### src/hw/rtl/nfd_pkg.sv
// ----------------------------------------------------------------------------
// nfd_pkg
// Shared widths, constants and types of the nonuniform derivative peak finder.
// ----------------------------------------------------------------------------
`default_nettype none

package nfd_pkg;

   localparam int VOL_W       = 16;
   localparam int PH_W        = 16;
   localparam int SLOPE_W     = 32;
   localparam int PEAK_IDX_W  = 10;
   localparam int DIFF_W      = 17;
   localparam int MAX_POINTS_DEF = 1024;

   localparam logic signed [SLOPE_W-1:0] SLOPE_MAX = 32'sh7FFF_FFFF;
   localparam logic signed [SLOPE_W-1:0] SLOPE_MIN = 32'sh8000_0000;

   typedef logic signed [DIFF_W-1:0] diff_type;

   // spacings and pH steps of the three held samples
   typedef struct packed {
      diff_type d10;
      diff_type d21;
      diff_type d20;
      diff_type p10;
      diff_type p21;
   } slope_ops_type;

   typedef struct packed {
      logic                       deriv_valid;
      logic [VOL_W-1:0]           center_volume;
      logic signed [SLOPE_W-1:0]  slope;
      logic                       spacing_fault;
      logic                       curve_done;
      logic [VOL_W-1:0]           peak_volume;
      logic [PEAK_IDX_W-1:0]      peak_index;
      logic                       peak_found;
   } rsp_type;

endpackage

`default_nettype wire

### src/hw/rtl/nfd_channels_if.sv
// ----------------------------------------------------------------------------
// nfd channels
// Valid/ready channels for samples in and results out.
// ----------------------------------------------------------------------------
`default_nettype none

interface nfd_req_if;
   logic                     valid;
   logic                     ready;
   logic [nfd_pkg::VOL_W-1:0] sample_volume;
   logic [nfd_pkg::PH_W-1:0]  sample_ph;
   logic                     end_of_curve;

   modport source (output valid, output sample_volume, output sample_ph,
                   output end_of_curve, input ready);
   modport sink   (input valid, input sample_volume, input sample_ph,
                   input end_of_curve, output ready);
endinterface

interface nfd_rsp_if;
   logic                              valid;
   logic                              ready;
   logic                              deriv_valid;
   logic [nfd_pkg::VOL_W-1:0]         center_volume;
   logic signed [nfd_pkg::SLOPE_W-1:0] slope;
   logic                              spacing_fault;
   logic                              curve_done;
   logic [nfd_pkg::VOL_W-1:0]         peak_volume;
   logic [nfd_pkg::PEAK_IDX_W-1:0]    peak_index;
   logic                              peak_found;

   modport source (output valid, output deriv_valid, output center_volume,
                   output slope, output spacing_fault, output curve_done,
                   output peak_volume, output peak_index, output peak_found,
                   input ready);
   modport sink   (input valid, input deriv_valid, input center_volume,
                   input slope, input spacing_fault, input curve_done,
                   input peak_volume, input peak_index, input peak_found,
                   output ready);
endinterface

`default_nettype wire

### src/hw/rtl/nonuniform_derivative_peak_finder.sv
// ----------------------------------------------------------------------------
// nonuniform_derivative_peak_finder
// Weighted three-point derivative over unevenly spaced titration samples,
// with tracking of the first strictly greatest derivative per curve.
//
//   channel   dir   handshake      beat carries
//   req_chan  in    valid/ready    sample_volume, sample_ph, end_of_curve
//   rsp_chan  out   valid/ready    derivative point and end-of-curve peak
//
// A sample with a derivative point holds off the next accept while the slope
// unit runs six shared multiplies and, unless the quotient overflows, its
// 32-step divider; samples without a point or with zero spacing skip the unit.
// Reset is synchronous and clears history and peak state.
// The output register holds a beat while the sink stalls; a new sample is
// still taken, and its commit waits only if it must write a result.
// ----------------------------------------------------------------------------
`default_nettype none

module nonuniform_derivative_peak_finder #(
   parameter int MAX_POINTS = nfd_pkg::MAX_POINTS_DEF
) (
   input  wire          clock,
   input  wire          reset,
   nfd_req_if.sink      req_chan,
   nfd_rsp_if.source    rsp_chan
);

   localparam int CNT_W = $clog2(MAX_POINTS + 1);
   localparam int IDX_W = $clog2(MAX_POINTS);
   localparam int VW    = nfd_pkg::VOL_W;
   localparam int PW    = nfd_pkg::PH_W;
   localparam int SW    = nfd_pkg::SLOPE_W;

   localparam logic [1:0] ST_IDLE   = 2'd0;
   localparam logic [1:0] ST_EVAL   = 2'd1;
   localparam logic [1:0] ST_CALC   = 2'd2;
   localparam logic [1:0] ST_COMMIT = 2'd3;

   localparam logic [1:0] SEEN_FULL = 2'd2;

   logic [1:0]             state_ff, state_in;
   logic [VW-1:0]          vol0_ff, vol0_in, vol1_ff, vol1_in;
   logic [PW-1:0]          ph0_ff, ph0_in, ph1_ff, ph1_in;
   logic [1:0]             seen_ff, seen_in;
   logic [VW-1:0]          cur_vol_ff, cur_vol_in;
   logic [PW-1:0]          cur_ph_ff, cur_ph_in;
   logic                   cur_last_ff, cur_last_in;
   logic [CNT_W-1:0]       count_ff, count_in;
   logic signed [SW-1:0]   best_slope_ff, best_slope_in;
   logic [VW-1:0]          best_vol_ff, best_vol_in;
   logic [IDX_W-1:0]       best_idx_ff, best_idx_in;
   nfd_pkg::rsp_type       rsp_ff, rsp_in;
   logic                   rsp_valid_ff, rsp_valid_in;

   nfd_pkg::slope_ops_type ops;
   logic                   have_point;
   logic                   fault;
   logic                   calc_start;
   logic                   calc_done;
   logic signed [SW-1:0]   calc_slope;
   logic signed [SW-1:0]   point_slope;
   logic                   need_rsp;
   logic                   can_commit;
   logic [IDX_W+9:0]       idx_ext;

   assign ops.d10 = $signed({1'b0, vol1_ff}) - $signed({1'b0, vol0_ff});
   assign ops.d21 = $signed({1'b0, cur_vol_ff}) - $signed({1'b0, vol1_ff});
   assign ops.d20 = $signed({1'b0, cur_vol_ff}) - $signed({1'b0, vol0_ff});
   assign ops.p10 = $signed({1'b0, ph1_ff}) - $signed({1'b0, ph0_ff});
   assign ops.p21 = $signed({1'b0, cur_ph_ff}) - $signed({1'b0, ph1_ff});

   assign have_point = seen_ff == SEEN_FULL;
   assign fault      = (ops.d10 == '0) || (ops.d21 == '0) || (ops.d20 == '0);
   assign calc_start = (state_ff == ST_EVAL) && have_point && !fault;

   nfd_slope_unit u_slope (
      .clock (clock),
      .reset (reset),
      .start (calc_start),
      .ops   (ops),
      .done  (calc_done),
      .slope (calc_slope)
   );

   assign point_slope = fault ? ((cur_ph_ff >= ph0_ff) ? nfd_pkg::SLOPE_MAX
                                                       : nfd_pkg::SLOPE_MIN)
                              : calc_slope;
   assign need_rsp    = have_point || cur_last_ff;
   assign can_commit  = !need_rsp || !rsp_valid_ff || rsp_chan.ready;

   always_comb begin
      state_in      = state_ff;
      vol0_in       = vol0_ff;
      vol1_in       = vol1_ff;
      ph0_in        = ph0_ff;
      ph1_in        = ph1_ff;
      seen_in       = seen_ff;
      cur_vol_in    = cur_vol_ff;
      cur_ph_in     = cur_ph_ff;
      cur_last_in   = cur_last_ff;
      count_in      = count_ff;
      best_slope_in = best_slope_ff;
      best_vol_in   = best_vol_ff;
      best_idx_in   = best_idx_ff;
      rsp_in        = rsp_ff;
      rsp_valid_in  = rsp_valid_ff && !rsp_chan.ready;
      idx_ext       = '0;
      case (state_ff)
         ST_IDLE: begin
            if (req_chan.valid) begin
               cur_vol_in  = req_chan.sample_volume;
               cur_ph_in   = req_chan.sample_ph;
               cur_last_in = req_chan.end_of_curve;
               state_in    = ST_EVAL;
            end
         end
         ST_EVAL: begin
            state_in = calc_start ? ST_CALC : ST_COMMIT;
         end
         ST_CALC: begin
            if (calc_done) begin
               state_in = ST_COMMIT;
            end
         end
         ST_COMMIT: begin
            if (can_commit) begin
               if (have_point && (count_ff < CNT_W'(MAX_POINTS))) begin
                  if ((count_ff == '0) || (point_slope > best_slope_ff)) begin
                     best_slope_in = point_slope;
                     best_vol_in   = vol1_ff;
                     best_idx_in   = count_ff[IDX_W-1:0];
                  end
                  count_in = count_ff + 1'b1;
               end
               // a held beat stays untouched when this sample has no result
               if (need_rsp) begin
                  idx_ext = {10'b0, best_idx_in};
                  rsp_in.deriv_valid   = have_point;
                  rsp_in.center_volume = have_point ? vol1_ff : '0;
                  rsp_in.slope         = have_point ? point_slope : '0;
                  rsp_in.spacing_fault = have_point && fault;
                  rsp_in.curve_done    = cur_last_ff;
                  rsp_in.peak_found    = cur_last_ff && (count_in != '0);
                  rsp_in.peak_volume   = rsp_in.peak_found ? best_vol_in : '0;
                  rsp_in.peak_index    = rsp_in.peak_found ? idx_ext[9:0] : '0;
                  rsp_valid_in = 1'b1;
               end
               if (cur_last_ff) begin
                  // curve closed: start the next one from scratch
                  vol0_in       = '0;
                  vol1_in       = '0;
                  ph0_in        = '0;
                  ph1_in        = '0;
                  seen_in       = '0;
                  count_in      = '0;
                  best_slope_in = '0;
                  best_vol_in   = '0;
                  best_idx_in   = '0;
               end else begin
                  vol0_in = vol1_ff;
                  ph0_in  = ph1_ff;
                  vol1_in = cur_vol_ff;
                  ph1_in  = cur_ph_ff;
                  if (!have_point) begin
                     seen_in = seen_ff + 2'd1;
                  end
               end
               state_in = ST_IDLE;
            end
         end
         default: state_in = ST_IDLE;
      endcase
   end

   always_ff @(posedge clock) begin
      if (reset) begin
         state_ff      <= ST_IDLE;
         vol0_ff       <= '0;
         vol1_ff       <= '0;
         ph0_ff        <= '0;
         ph1_ff        <= '0;
         seen_ff       <= '0;
         count_ff      <= '0;
         best_slope_ff <= '0;
         best_vol_ff   <= '0;
         best_idx_ff   <= '0;
         rsp_valid_ff  <= 1'b0;
      end else begin
         state_ff      <= state_in;
         vol0_ff       <= vol0_in;
         vol1_ff       <= vol1_in;
         ph0_ff        <= ph0_in;
         ph1_ff        <= ph1_in;
         seen_ff       <= seen_in;
         count_ff      <= count_in;
         best_slope_ff <= best_slope_in;
         best_vol_ff   <= best_vol_in;
         best_idx_ff   <= best_idx_in;
         rsp_valid_ff  <= rsp_valid_in;
      end
      cur_vol_ff  <= cur_vol_in;
      cur_ph_ff   <= cur_ph_in;
      cur_last_ff <= cur_last_in;
      rsp_ff      <= rsp_in;
   end

   assign req_chan.ready = state_ff == ST_IDLE;

   assign rsp_chan.valid         = rsp_valid_ff;
   assign rsp_chan.deriv_valid   = rsp_ff.deriv_valid;
   assign rsp_chan.center_volume = rsp_ff.center_volume;
   assign rsp_chan.slope         = rsp_ff.slope;
   assign rsp_chan.spacing_fault = rsp_ff.spacing_fault;
   assign rsp_chan.curve_done    = rsp_ff.curve_done;
   assign rsp_chan.peak_volume   = rsp_ff.peak_volume;
   assign rsp_chan.peak_index    = rsp_ff.peak_index;
   assign rsp_chan.peak_found    = rsp_ff.peak_found;

endmodule

`default_nettype wire

### src/hw/rtl/nfd_slope_unit.sv
// ----------------------------------------------------------------------------
// nfd_slope_unit
// Weighted three-point slope: one shared 34x17 multiplier builds numerator
// and denominator in six steps, then a restoring divider gives one quotient
// bit per cycle, with saturation to the signed 32-bit range.
// ----------------------------------------------------------------------------
`default_nettype none

module nfd_slope_unit (
   input  wire                                 clock,
   input  wire                                 reset,
   input  wire                                 start,
   input  wire nfd_pkg::slope_ops_type         ops,
   output logic                                done,
   output logic signed [nfd_pkg::SLOPE_W-1:0]  slope
);

   localparam int QUOT_W = nfd_pkg::SLOPE_W;
   localparam int NUM_W  = 52;
   localparam int DEN_W  = 51;
   localparam int DMAG_W = DEN_W - 1;
   localparam int PH_SHIFT = 12;

   localparam logic [2:0] S_IDLE = 3'd0;
   localparam logic [2:0] S_MUL  = 3'd1;
   localparam logic [2:0] S_PREP = 3'd2;
   localparam logic [2:0] S_DIV  = 3'd3;
   localparam logic [2:0] S_FIN  = 3'd4;

   // multiplier schedule
   localparam logic [2:0] M_D10SQ   = 3'd0;
   localparam logic [2:0] M_TIMES21 = 3'd1;
   localparam logic [2:0] M_D21SQ   = 3'd2;
   localparam logic [2:0] M_TIMES10 = 3'd3;
   localparam logic [2:0] M_D10D21  = 3'd4;
   localparam logic [2:0] M_TIMES20 = 3'd5;

   logic [2:0]                   state_ff, state_in;
   logic [4:0]                   cnt_ff, cnt_in;
   nfd_pkg::slope_ops_type       ops_ff, ops_in;
   logic signed [33:0]           t_ff, t_in;
   logic signed [NUM_W-1:0]      num_ff, num_in;
   logic signed [DEN_W-1:0]      den_ff, den_in;
   logic [DMAG_W-1:0]            dmag_ff, dmag_in;
   logic [DMAG_W-1:0]            rem_ff, rem_in;
   logic [QUOT_W-1:0]            lo_ff, lo_in;
   logic                         neg_ff, neg_in;
   logic                         ovf_ff, ovf_in;
   logic                         done_ff, done_in;
   logic signed [QUOT_W-1:0]     slope_ff, slope_in;

   logic signed [33:0]           mul_a;
   logic signed [16:0]           mul_b;
   logic signed [DEN_W-1:0]      prod;
   logic signed [63:0]           num_x;
   logic [63:0]                  num_mag;
   logic [DEN_W-1:0]             den_abs;
   logic [DMAG_W:0]              trial;
   logic [DMAG_W:0]              trial_diff;
   logic                         trial_ge;

   always_comb begin
      mul_a = 34'(ops_ff.d10);
      mul_b = ops_ff.d10;
      case (cnt_ff[2:0])
         M_D10SQ: begin
            mul_a = 34'(ops_ff.d10);
            mul_b = ops_ff.d10;
         end
         M_TIMES21: begin
            mul_a = t_ff;
            mul_b = ops_ff.p21;
         end
         M_D21SQ: begin
            mul_a = 34'(ops_ff.d21);
            mul_b = ops_ff.d21;
         end
         M_TIMES10: begin
            mul_a = t_ff;
            mul_b = ops_ff.p10;
         end
         M_D10D21: begin
            mul_a = 34'(ops_ff.d10);
            mul_b = ops_ff.d21;
         end
         M_TIMES20: begin
            mul_a = t_ff;
            mul_b = ops_ff.d20;
         end
         default: begin
            mul_a = 34'(ops_ff.d10);
            mul_b = ops_ff.d10;
         end
      endcase
   end

   assign prod = mul_a * mul_b;

   assign num_x   = {num_ff, {PH_SHIFT{1'b0}}};
   assign num_mag = num_x[63] ? 64'(-num_x) : 64'(num_x);
   assign den_abs = den_ff[DEN_W-1] ? DEN_W'(-den_ff) : DEN_W'(den_ff);

   assign trial      = {rem_ff, lo_ff[QUOT_W-1]};
   assign trial_diff = trial - {1'b0, dmag_ff};
   assign trial_ge   = trial >= {1'b0, dmag_ff};

   always_comb begin
      state_in = state_ff;
      cnt_in   = cnt_ff;
      ops_in   = ops_ff;
      t_in     = t_ff;
      num_in   = num_ff;
      den_in   = den_ff;
      dmag_in  = dmag_ff;
      rem_in   = rem_ff;
      lo_in    = lo_ff;
      neg_in   = neg_ff;
      ovf_in   = ovf_ff;
      done_in  = 1'b0;
      slope_in = slope_ff;
      case (state_ff)
         S_IDLE: begin
            if (start) begin
               ops_in   = ops;
               cnt_in   = '0;
               state_in = S_MUL;
            end
         end
         S_MUL: begin
            case (cnt_ff[2:0])
               M_D10SQ, M_D21SQ, M_D10D21: t_in = prod[33:0];
               M_TIMES21: num_in = NUM_W'(prod);
               M_TIMES10: num_in = num_ff + NUM_W'(prod);
               M_TIMES20: den_in = prod;
               default:   t_in = t_ff;
            endcase
            cnt_in = cnt_ff + 5'd1;
            if (cnt_ff[2:0] == M_TIMES20) begin
               state_in = S_PREP;
            end
         end
         S_PREP: begin
            // quotient needs more than 32 bits when the top half already >= den
            neg_in   = num_ff[NUM_W-1] ^ den_ff[DEN_W-1];
            dmag_in  = den_abs[DMAG_W-1:0];
            ovf_in   = DMAG_W'(num_mag[63:32]) >= den_abs[DMAG_W-1:0];
            rem_in   = DMAG_W'(num_mag[63:32]);
            lo_in    = num_mag[31:0];
            cnt_in   = '0;
            state_in = ovf_in ? S_FIN : S_DIV;
         end
         S_DIV: begin
            rem_in = trial_ge ? trial_diff[DMAG_W-1:0] : trial[DMAG_W-1:0];
            lo_in  = {lo_ff[QUOT_W-2:0], trial_ge};
            cnt_in = cnt_ff + 5'd1;
            if (cnt_ff == 5'(QUOT_W - 1)) begin
               state_in = S_FIN;
            end
         end
         S_FIN: begin
            if (ovf_ff) begin
               slope_in = neg_ff ? nfd_pkg::SLOPE_MIN : nfd_pkg::SLOPE_MAX;
            end else if (!neg_ff) begin
               slope_in = lo_ff[QUOT_W-1] ? nfd_pkg::SLOPE_MAX : $signed(lo_ff);
            end else begin
               slope_in = (lo_ff > 32'h8000_0000) ? nfd_pkg::SLOPE_MIN
                                                  : $signed(-lo_ff);
            end
            done_in  = 1'b1;
            state_in = S_IDLE;
         end
         default: state_in = S_IDLE;
      endcase
   end

   always_ff @(posedge clock) begin
      if (reset) begin
         state_ff <= S_IDLE;
         done_ff  <= 1'b0;
      end else begin
         state_ff <= state_in;
         done_ff  <= done_in;
      end
      cnt_ff   <= cnt_in;
      ops_ff   <= ops_in;
      t_ff     <= t_in;
      num_ff   <= num_in;
      den_ff   <= den_in;
      dmag_ff  <= dmag_in;
      rem_ff   <= rem_in;
      lo_ff    <= lo_in;
      neg_ff   <= neg_in;
      ovf_ff   <= ovf_in;
      slope_ff <= slope_in;
   end

   assign done  = done_ff;
   assign slope = slope_ff;

endmodule

`default_nettype wire

### src/flat_wrapper.sv
// flat-port wrapper written by rule: the top's interface ports become plain ports
module nonuniform_derivative_peak_finder_flat 
#(
   parameter int MAX_POINTS = nfd_pkg::MAX_POINTS_DEF
)
  (clock, reset, req_chan_valid, req_chan_sample_volume, req_chan_sample_ph, req_chan_end_of_curve, req_chan_ready, rsp_chan_valid, rsp_chan_deriv_valid, rsp_chan_center_volume, rsp_chan_slope, rsp_chan_spacing_fault, rsp_chan_curve_done, rsp_chan_peak_volume, rsp_chan_peak_index, rsp_chan_peak_found, rsp_chan_ready);
  nfd_req_if req_chan_i ();
  nfd_rsp_if rsp_chan_i ();
  input  wire clock;
  input  wire reset;
  input wire logic [$bits(req_chan_i.valid)-1:0] req_chan_valid;
  input wire logic [$bits(req_chan_i.sample_volume)-1:0] req_chan_sample_volume;
  input wire logic [$bits(req_chan_i.sample_ph)-1:0] req_chan_sample_ph;
  input wire logic [$bits(req_chan_i.end_of_curve)-1:0] req_chan_end_of_curve;
  output wire logic [$bits(req_chan_i.ready)-1:0] req_chan_ready;
  output wire logic [$bits(rsp_chan_i.valid)-1:0] rsp_chan_valid;
  output wire logic [$bits(rsp_chan_i.deriv_valid)-1:0] rsp_chan_deriv_valid;
  output wire logic [$bits(rsp_chan_i.center_volume)-1:0] rsp_chan_center_volume;
  output wire logic [$bits(rsp_chan_i.slope)-1:0] rsp_chan_slope;
  output wire logic [$bits(rsp_chan_i.spacing_fault)-1:0] rsp_chan_spacing_fault;
  output wire logic [$bits(rsp_chan_i.curve_done)-1:0] rsp_chan_curve_done;
  output wire logic [$bits(rsp_chan_i.peak_volume)-1:0] rsp_chan_peak_volume;
  output wire logic [$bits(rsp_chan_i.peak_index)-1:0] rsp_chan_peak_index;
  output wire logic [$bits(rsp_chan_i.peak_found)-1:0] rsp_chan_peak_found;
  input wire logic [$bits(rsp_chan_i.ready)-1:0] rsp_chan_ready;
  assign req_chan_i.valid = req_chan_valid;
  assign req_chan_i.sample_volume = req_chan_sample_volume;
  assign req_chan_i.sample_ph = req_chan_sample_ph;
  assign req_chan_i.end_of_curve = req_chan_end_of_curve;
  assign req_chan_ready = req_chan_i.ready;
  assign rsp_chan_valid = rsp_chan_i.valid;
  assign rsp_chan_deriv_valid = rsp_chan_i.deriv_valid;
  assign rsp_chan_center_volume = rsp_chan_i.center_volume;
  assign rsp_chan_slope = rsp_chan_i.slope;
  assign rsp_chan_spacing_fault = rsp_chan_i.spacing_fault;
  assign rsp_chan_curve_done = rsp_chan_i.curve_done;
  assign rsp_chan_peak_volume = rsp_chan_i.peak_volume;
  assign rsp_chan_peak_index = rsp_chan_i.peak_index;
  assign rsp_chan_peak_found = rsp_chan_i.peak_found;
  assign rsp_chan_i.ready = rsp_chan_ready;
  nonuniform_derivative_peak_finder #(.MAX_POINTS(MAX_POINTS)) u_core (.clock(clock), .reset(reset), .req_chan(req_chan_i), .rsp_chan(rsp_chan_i));
endmodule
### config.mk
export PLATFORM = sky130hd
export DESIGN_NAME = nonuniform_derivative_peak_finder_flat
export DESIGN_NICKNAME = d
export VERILOG_FILES = /design/src/hw/rtl/nfd_pkg.sv /design/src/hw/rtl/nfd_channels_if.sv /design/src/hw/rtl/nonuniform_derivative_peak_finder.sv /design/src/hw/rtl/nfd_slope_unit.sv /design/src/flat_wrapper.sv
export SDC_FILE = /design/constraint.sdc
export NUM_CORES = 2
export LEC_CHECK = 0
export BUFFER_PORTS_ARGS = -buffer_cell sky130_fd_sc_hd__buf_2
export CORE_ASPECT_RATIO = 1.5
export CORE_MARGIN = 2
export CORE_UTILIZATION = 59
export CTS_BUF_LIST = sky130_fd_sc_hd__clkbuf_16
export DETAILED_ROUTE_END_ITERATION = 7
export GPL_TIMING_DRIVEN = 0
export PLACE_DENSITY = 0.76
export SLEW_MARGIN = 5
export SYNTH_ARGS = -nofsm -noshare
export SYNTH_HDL_FRONTEND = slang
export SYNTH_SLANG_ARGS = --single-unit
### constraint.sdc
create_clock -name clock -period 10.5 [get_ports clock]
set_input_delay 1.05 -clock clock [delete_from_list [all_inputs] [get_ports clock]]
set_output_delay 1.05 -clock clock [all_outputs]
set_load 0.01 [all_outputs]
Word level (Yosys, flattened, before mapping)
Index checks and enable logic that the tools add are counted. Widths: inputs -> output; s select.

Logic and storage cells: 176. Input bits: 37. Flip-flop bits (word level): 646. Output and inout bits: 80.

Muxes and demuxes: 50. $add $sub $neg: 13. Magnitude comparators: 6. Equal/unequal tests: 21. $mul: 1. Bitwise operators: 1. Reductions and logical operators: 45.

Operators with widths (number): $mux 32 (9); $mux 16 (7); $pmux 52 s2 (1); $mux 50 (2); $pmux 50 s2 (1); $sub 16x16->17 (5); $pmux 17 s4 (1); $pmux 34 s2 (1); $mux 64 (1); $neg 64->64 (1); $pmux 32 s2 (1); $add 52x51->52 (1); $ge 51x50->1 (1); $logic_not 17->1 (3); $mul 34x17->51 (1); $ge 32x50->1 (1); $neg 50->50 (1); $sub 50x50->50 (1); $mux 11 (4); $gt 32x32->1 (1); $gt 32x32->1 const B (1); $neg 32->32 (1); $mux 31 (1); $mux 10 (3); other kinds (35) (87).

Longest topological paths before layout
Depth in word-level cells: 10. Mapped depth: 46. Mapped depth without buffers: 42.

Modules after synthesis
Synthesis repeated with hierarchy kept, for this count alone.

Cell total of the unflattened synthesis: 6363. Area, all modules: 59303.1 um^2.

Modules (own cells, without submodules): nfd_slope_unit (cells each 4667, sequential area each 11881.4 um^2, times used 1, area each 44052.2 um^2); nonuniform_derivative_peak_finder (cells each 1696, sequential area each 6095.8 um^2, times used 1, area each 15250.9 um^2).

Worst setup path after synthesis
Ideal clock, no wire load.

Kind: register to register. Start point: register u_core.u_slope.cnt_ff[0]. End point: register u_core.u_slope.num_ff[49] (data pin). Setup time: 0.269 ns. Setup slack: 0.137 ns. Required time: 10.231 ns. Cell stages (with the launch flop): 43. Data arrival time: 10.094 ns. Cell sequence: edfxtp_1 -> inv_1 -> ha_1 -> nor2b_1 -> clkbuf_1 -> a21o_1 -> clkbuf_1 -> nand3b_1 -> clkbuf_1 -> nand2_1 -> o21ai_0 -> clkbuf_1 -> nor2_1 -> fa_1 -> inv_1 -> fa_1 -> fa_1 -> inv_1 -> [... 7 more ...] -> o21ai_0 -> o22ai_1 -> a2111oi_1 -> o211a_1 -> o31ai_1 -> a211o_1 -> a31oi_1 -> o21bai_1 -> xor2_1 -> ha_1 -> nand4_1 -> nand3b_1 -> a2111oi_0 -> nor2_1 -> o21ai_0 -> a211oi_1 -> a211oi_1 -> o21ai_0.

Cells in the longest elaborated chain, start to end: 6.

RTL lines: from (decl) (line nfd_slope_unit.sv:39) `logic [4:0] cnt_ff, cnt_in;`; from (signal assigned) (line nfd_slope_unit.sv:184) `cnt_ff <= cnt_in;`; $eq 3x2->1, or another cell as far along (line nfd_slope_unit.sv:65) `case (cnt_ff[2:0])`; $reduce_or 2->1 (no source line) / $reduce_or 3->1 (equally long branches); $pmux 17 s4 / $pmux 34 s2 (equally long branches) (line nfd_slope_unit.sv:65); $mul 34x17->51 * (line nfd_slope_unit.sv:97) `assign prod = mul_a * mul_b;`; via u_core.u_slope.prod[44] (line nfd_slope_unit.sv:54) `logic signed [DEN_W-1:0] prod;`; $add 52x51->52 * (line nfd_slope_unit.sv:133) `M_TIMES10: num_in = num_ff + NUM_W'(prod);`; $pmux 52 s2 * (line nfd_slope_unit.sv:130) `case (cnt_ff[2:0])`; to (signal assigned) (line nfd_slope_unit.sv:187) `num_ff <= num_in;`; to (decl) (line nfd_slope_unit.sv:42) `logic signed [NUM_W-1:0] num_ff, num_in;`.

Mark *: on every way through the listed nets, which the timed path passes. The rest lies on a longest branch. A chain may end at the register's enable or synchronous reset.

Final worst setup path
Start point: register u_core.u_slope.cnt_ff[0]. End point: register u_core.u_slope.num_ff[48] (data pin).

Same word-level chain as after synthesis.

==> summary.md <==
| Metric | Value |
|---|---|
| Clk root buf | clkbuf_16 |
| Mapped Nets | 7231 |
| R2R Path Start | u_core.u_slope.cnt_ff[0]$_SDFFCE_PN0P_ |
| Area of the multi-input gates | 0.0385 mm^2 |
| Synthesized area | 0.0588 mm^2 |
| Post-synth EDFFs | 504 |
| DP HPWL | 139000 um |
| GRT Resource Usage Total | 34.6% |
| Total number of vias | 48200 |
| Internal Pwr Total | 0.00567 W |
| R2R depth | 43 |
| Chip width | 262 um |
| Placed Cells | 7657 |
| Slowest CP cell | fa_1 |
| Top_reg_cell synth | edfxtp_1 |
| Syn Area/Cell | 9.44 um^2 |
| WHS | 0.488 ns |
| Sw Share | 35.4% |
| Top cell by count, worst path | buf_4 |
| Largest family of logic cells by synthesized area | adder cells |
| Post-Synthesis Cells | 6237 |
| Crit. End Element | flip-flop |
| CTS tree | yes |
| # fillers | 7754 |
| Routability Congestion | 1.04 |
| Initial antenna violation count | 0 |
| Slew Viols, Final | 0 |
| Die height | 391 um |
| Compound-Gate Fraction of Synth Area | 14.5% |
| Initial Utilization | 59.7% |
| Fin cells | 7888 |
| Worst IR Drop VDD | 0.000146 V |
| PwrDens | 131 mW/mm^2 |
| Switch Pwr | 0.00311 W |
| Port bufs | 116 |
| Clock Power Share | 29.6% |
| Yosys top cell by area | edfxtp_1 |
| Clk sink count | 646 |
| Synth Area in XOR/XNOR | 4.41% |
| Drt wl/cell | 22.6 um |
| Tmin final | 10.45 ns |
| Clk buf depth | 3 |
| Min-Delay Startpoint | u_core.best_slope_ff[31]$_SDFFE_PP0P_ |
| Critical path's largest stage delay | 0.60 ns |
| Top cells by area, synth | edfxtp_1, fa_1, ha_1 |
| Vias in the first global route | 49000 |
| Violated checks | design-rule violations |
| First-pass GRT wire length | 270000 um |
| Pin count of the biggest net entering global routing | 64 |
| Reg area | 0.0180 mm^2 |
| Worst R2R Setup Slack | 0.05 ns |
| Comb power frac | 37.0% |
| Setup TNS | 0 ns |
| Worst slew margin | 18.5% |
| Crit path buf inv count | 13 |
| Tcrit/Tclk final | 99.5% |
| Core area | 0.0986 mm^2 |
| Worst endpoint required time | 10.90 ns |
| Status | finished, violations left |
| Skew-Pair Late Insertion Delay | 0.68 ns |
| Leakage power | 28.9 nW |
| Max Freq | 0.0957 GHz |
| Antenna Nets Post-Route | 0 |
| Post-synth top area share | 25.7% |
| Mux contribution to synthesized area | 2.04% |
| CTS buffer count | 68 |
| Ant. Diodes | 0 |
| Share of post-route cells with drive strength above 1 | 11.8% |
| # nets final | 7544 |
| Setup violations, final | 0 |
| Synth Warn # | 0 |
| Synthesis-to-finish area growth | 13.8% |
| Io pins | 117 |
| WHS Endpoint | u_core.best_slope_ff[31]$_SDFFE_PP0P_ |
| Worst Path Class, Setup | flip-flop to flip-flop |
| Register area share after synthesis | 30.5% |
| Hold Path Class | flip-flop to flip-flop |
| Iter 0 DRT Violations | 4082 |
| Largest delay contributor family on the critical path | adder cells |
| Flop pwr share | 33.4% |
| Std cell rows | 141 |
| Clock Pin Slew Worst Setup and Hold Paths | 0.07 ns |
| Crit-path max FO | 10 |
| Routed WL | 178000 um |
| Ys async rst share | 0% |
| WHS Path Cells | 1 |
| CTS H-tree lvls | 3 |
| Congestion Overflow GR | 0 |
| Reg-to-Reg End | u_core.u_slope.num_ff[48]$_DFFE_PP_ |
| Post-Synth Simple-Gate Area | 13.9% |
| DR pass1 iterations | 8 |
| Die Area | 0.102 mm^2 |
| Final Total Pwr | 0.00878 W |
| Max cap viols | 0 |
| DR DRC count | 1 |
| #FFs+latches synth | 646 |
| Final hold vios | 0 |
| Synth Area in Adders | 27.5% |
| Vias per cell | 6.11 |
| CP arrival | 10.85 ns |
| Post-route clock skew | 0.0456 ns |
| Worst-margin pin slew | 1.21 ns |
| Crit start category | flip-flop |
| Count of different cell masters after synthesis | 92 |
==> synthesized netlist by cell type (all sizes together) (25+ instances only) <==
master and n:
mux2 48, xnor2 204, a211oi 37, a21o 168, or3 41, ha 399
a211o 38, o21ai 234, and3 66, or4 25, o31ai 45, nor2b 44
a31oi 27, nand2b 35, mux2i 66, and2 44, edfxtp 504, nor2 653
nand2 604, a22oi 41, o21bai 34, nor3b 38, nor3 101, buf 25
nand3 63, o21a 60, clkbuf 234, nand4 34, a21oi 368, inv 863
xor2 92, a21boi 44, dfxtp 142, fa 558
==> routing by layer <==
layer	up-vias	share of wire, %	global-route usage [%]	routed length [um]
met5	-	0	0	0
met1	23700	36	40.4	64500
li1	21800	-	-	-
met2	2061	49	59.1	87500
met3	648	7.1	5.50	12700
met4	0	7.4	21.9	13200
==> worst max-delay path by stage <==
stage | endpoint | depth (start not counted) | from
final | u_core.u_slope.num_ff[48]$_DFFE_PP_ | 43 | u_core.u_slope.cnt_ff[0]$_SDFFCE_PN0P_
after global routing | u_core.u_slope.num_ff[48]$_DFFE_PP_ | 43 | u_core.u_slope.cnt_ff[1]$_SDFFCE_PN0P_
after CTS | u_core.u_slope.num_ff[49]$_DFFE_PP_ | 42 | u_core.u_slope.cnt_ff[0]$_SDFFCE_PN0P_
after detailed placement | u_core.u_slope.num_ff[49]$_DFFE_PP_ | 39 | u_core.u_slope.cnt_ff[0]$_SDFFCE_PN0P_
after global placement | u_core.u_slope.num_ff[49]$_DFFE_PP_ | 41 | u_core.u_slope.cnt_ff[0]$_SDFFCE_PN0P_
after floorplan | u_core.u_slope.num_ff[49]$_DFFE_PP_ | 42 | u_core.u_slope.cnt_ff[0]$_SDFFCE_PN0P_
==> repair_timing <==
| item | in CTS | in global routing |
|---|---|---|
| hold buffers | 0 | 0 |
| pin swaps | 40 | 117 |
| resized for setup | 323 | 230 |
| buffers inserted | 56 | 74 |
| gates cloned | 1 | 3 |
| endpoints found under the setup margin | 69 | 22 |
==> cell families (layout without fill, tap and decap cells) <==
group                    count (synthesis)  count (layout)
AO/OA/AOI/OAI                         1292            1293
XOR/XNOR                               296             296
adder cells (fa/ha/maj)                957             957
buffers and inverters                 1123            1486
flip-flops                             646             646
multiplexers                           114             114
AND/OR/NAND/NOR                       1809            1809
==> worst register-to-register path: cells and delay by family, from the launching register on <==
family          cells  cell delay [ns]
xor+xnor            1             0.16
fa+ha+maj          10             4.01
flops               1             0.45
compound gates     14             2.99
buf+inv            13             1.61
simple gates        5             0.96
==> power groups by stage <==
stage / clock network, W / logic [W] / registers (W)
finish: 0.00260 / 0.00325 / 0.00293
global route: 0.00271 / 0.00357 / 0.00293
CTS: 0.00262 / 0.00299 / 0.00293
detailed placement: 0 / 0.00283 / 0.00298
global placement: 0 / 0.00278 / 0.00299
floorplan: 0 / 0.00204 / 0.00297
==> layout make-up <==
class,count,share of cell area [%]
timing repair buffer,265,2.88
tap,1287,2.41
clock inverter,53,0.974
multi-input combinational,4469,57.6
clock buffer,68,2.54
sequential,646,26.8
inverter,864,4.85
buffer,236,1.93
==> metrics by stage <==
stage	area [um^2]	setup slack [ns]	utilization, %
2_1_floorplan	58800	0.137	-
3_5_place_dp	61300	-3.77	62.2
5_1_grt	67000	-0.241	67.9
6_report	67000	0.0499	67.9
3_3_place_gp	61000	-3.80	61.9
4_1_cts	65400	-0.0243	66.3
==> state kept, by name, indices dropped and copies added, names as in the netlist, 32 cells and up <==
register	cells
u_core.u_slope.dmag_ff	50
u_core.best_slope_ff	32
u_core.u_slope.t_ff	34
u_core.rsp_chan.slope	32
u_core.u_slope.lo_ff	32
u_core.u_slope.num_ff	52
u_core.u_slope.ops_ff	85
u_core.u_slope.den_ff	51
u_core.u_slope.rem_ff	50
u_core.u_slope.slope	32
==> cells in the final DEF, fill, tap and decap left out, types with 31 or more instances in the layout <==
master and instances:
a21o_1 154, nand3_1 62, fa_1 548, xnor2_1 182
or3_1 37, inv_1 865, o21a_1 48, clkbuf_1 151
buf_4 135, ha_4 33, mux2i_1 66, clkbuf_16 70
o21bai_1 31, a21oi_1 322, nor3b_1 37, nor2b_1 41
o31ai_1 40, a211o_1 38, a22oi_1 38, mux2_2 48
nand2_1 594, ha_1 359, o21ai_0 177, nor3_1 94
nor2_1 641, and3_1 65, o21ai_1 35, xor2_1 86
a21boi_0 35, buf_2 120, dfxtp_1 142, edfxtp_1 504
nand4_1 34, nand2b_1 35, and2_1 40
Power figures use the tool's default switching activity.
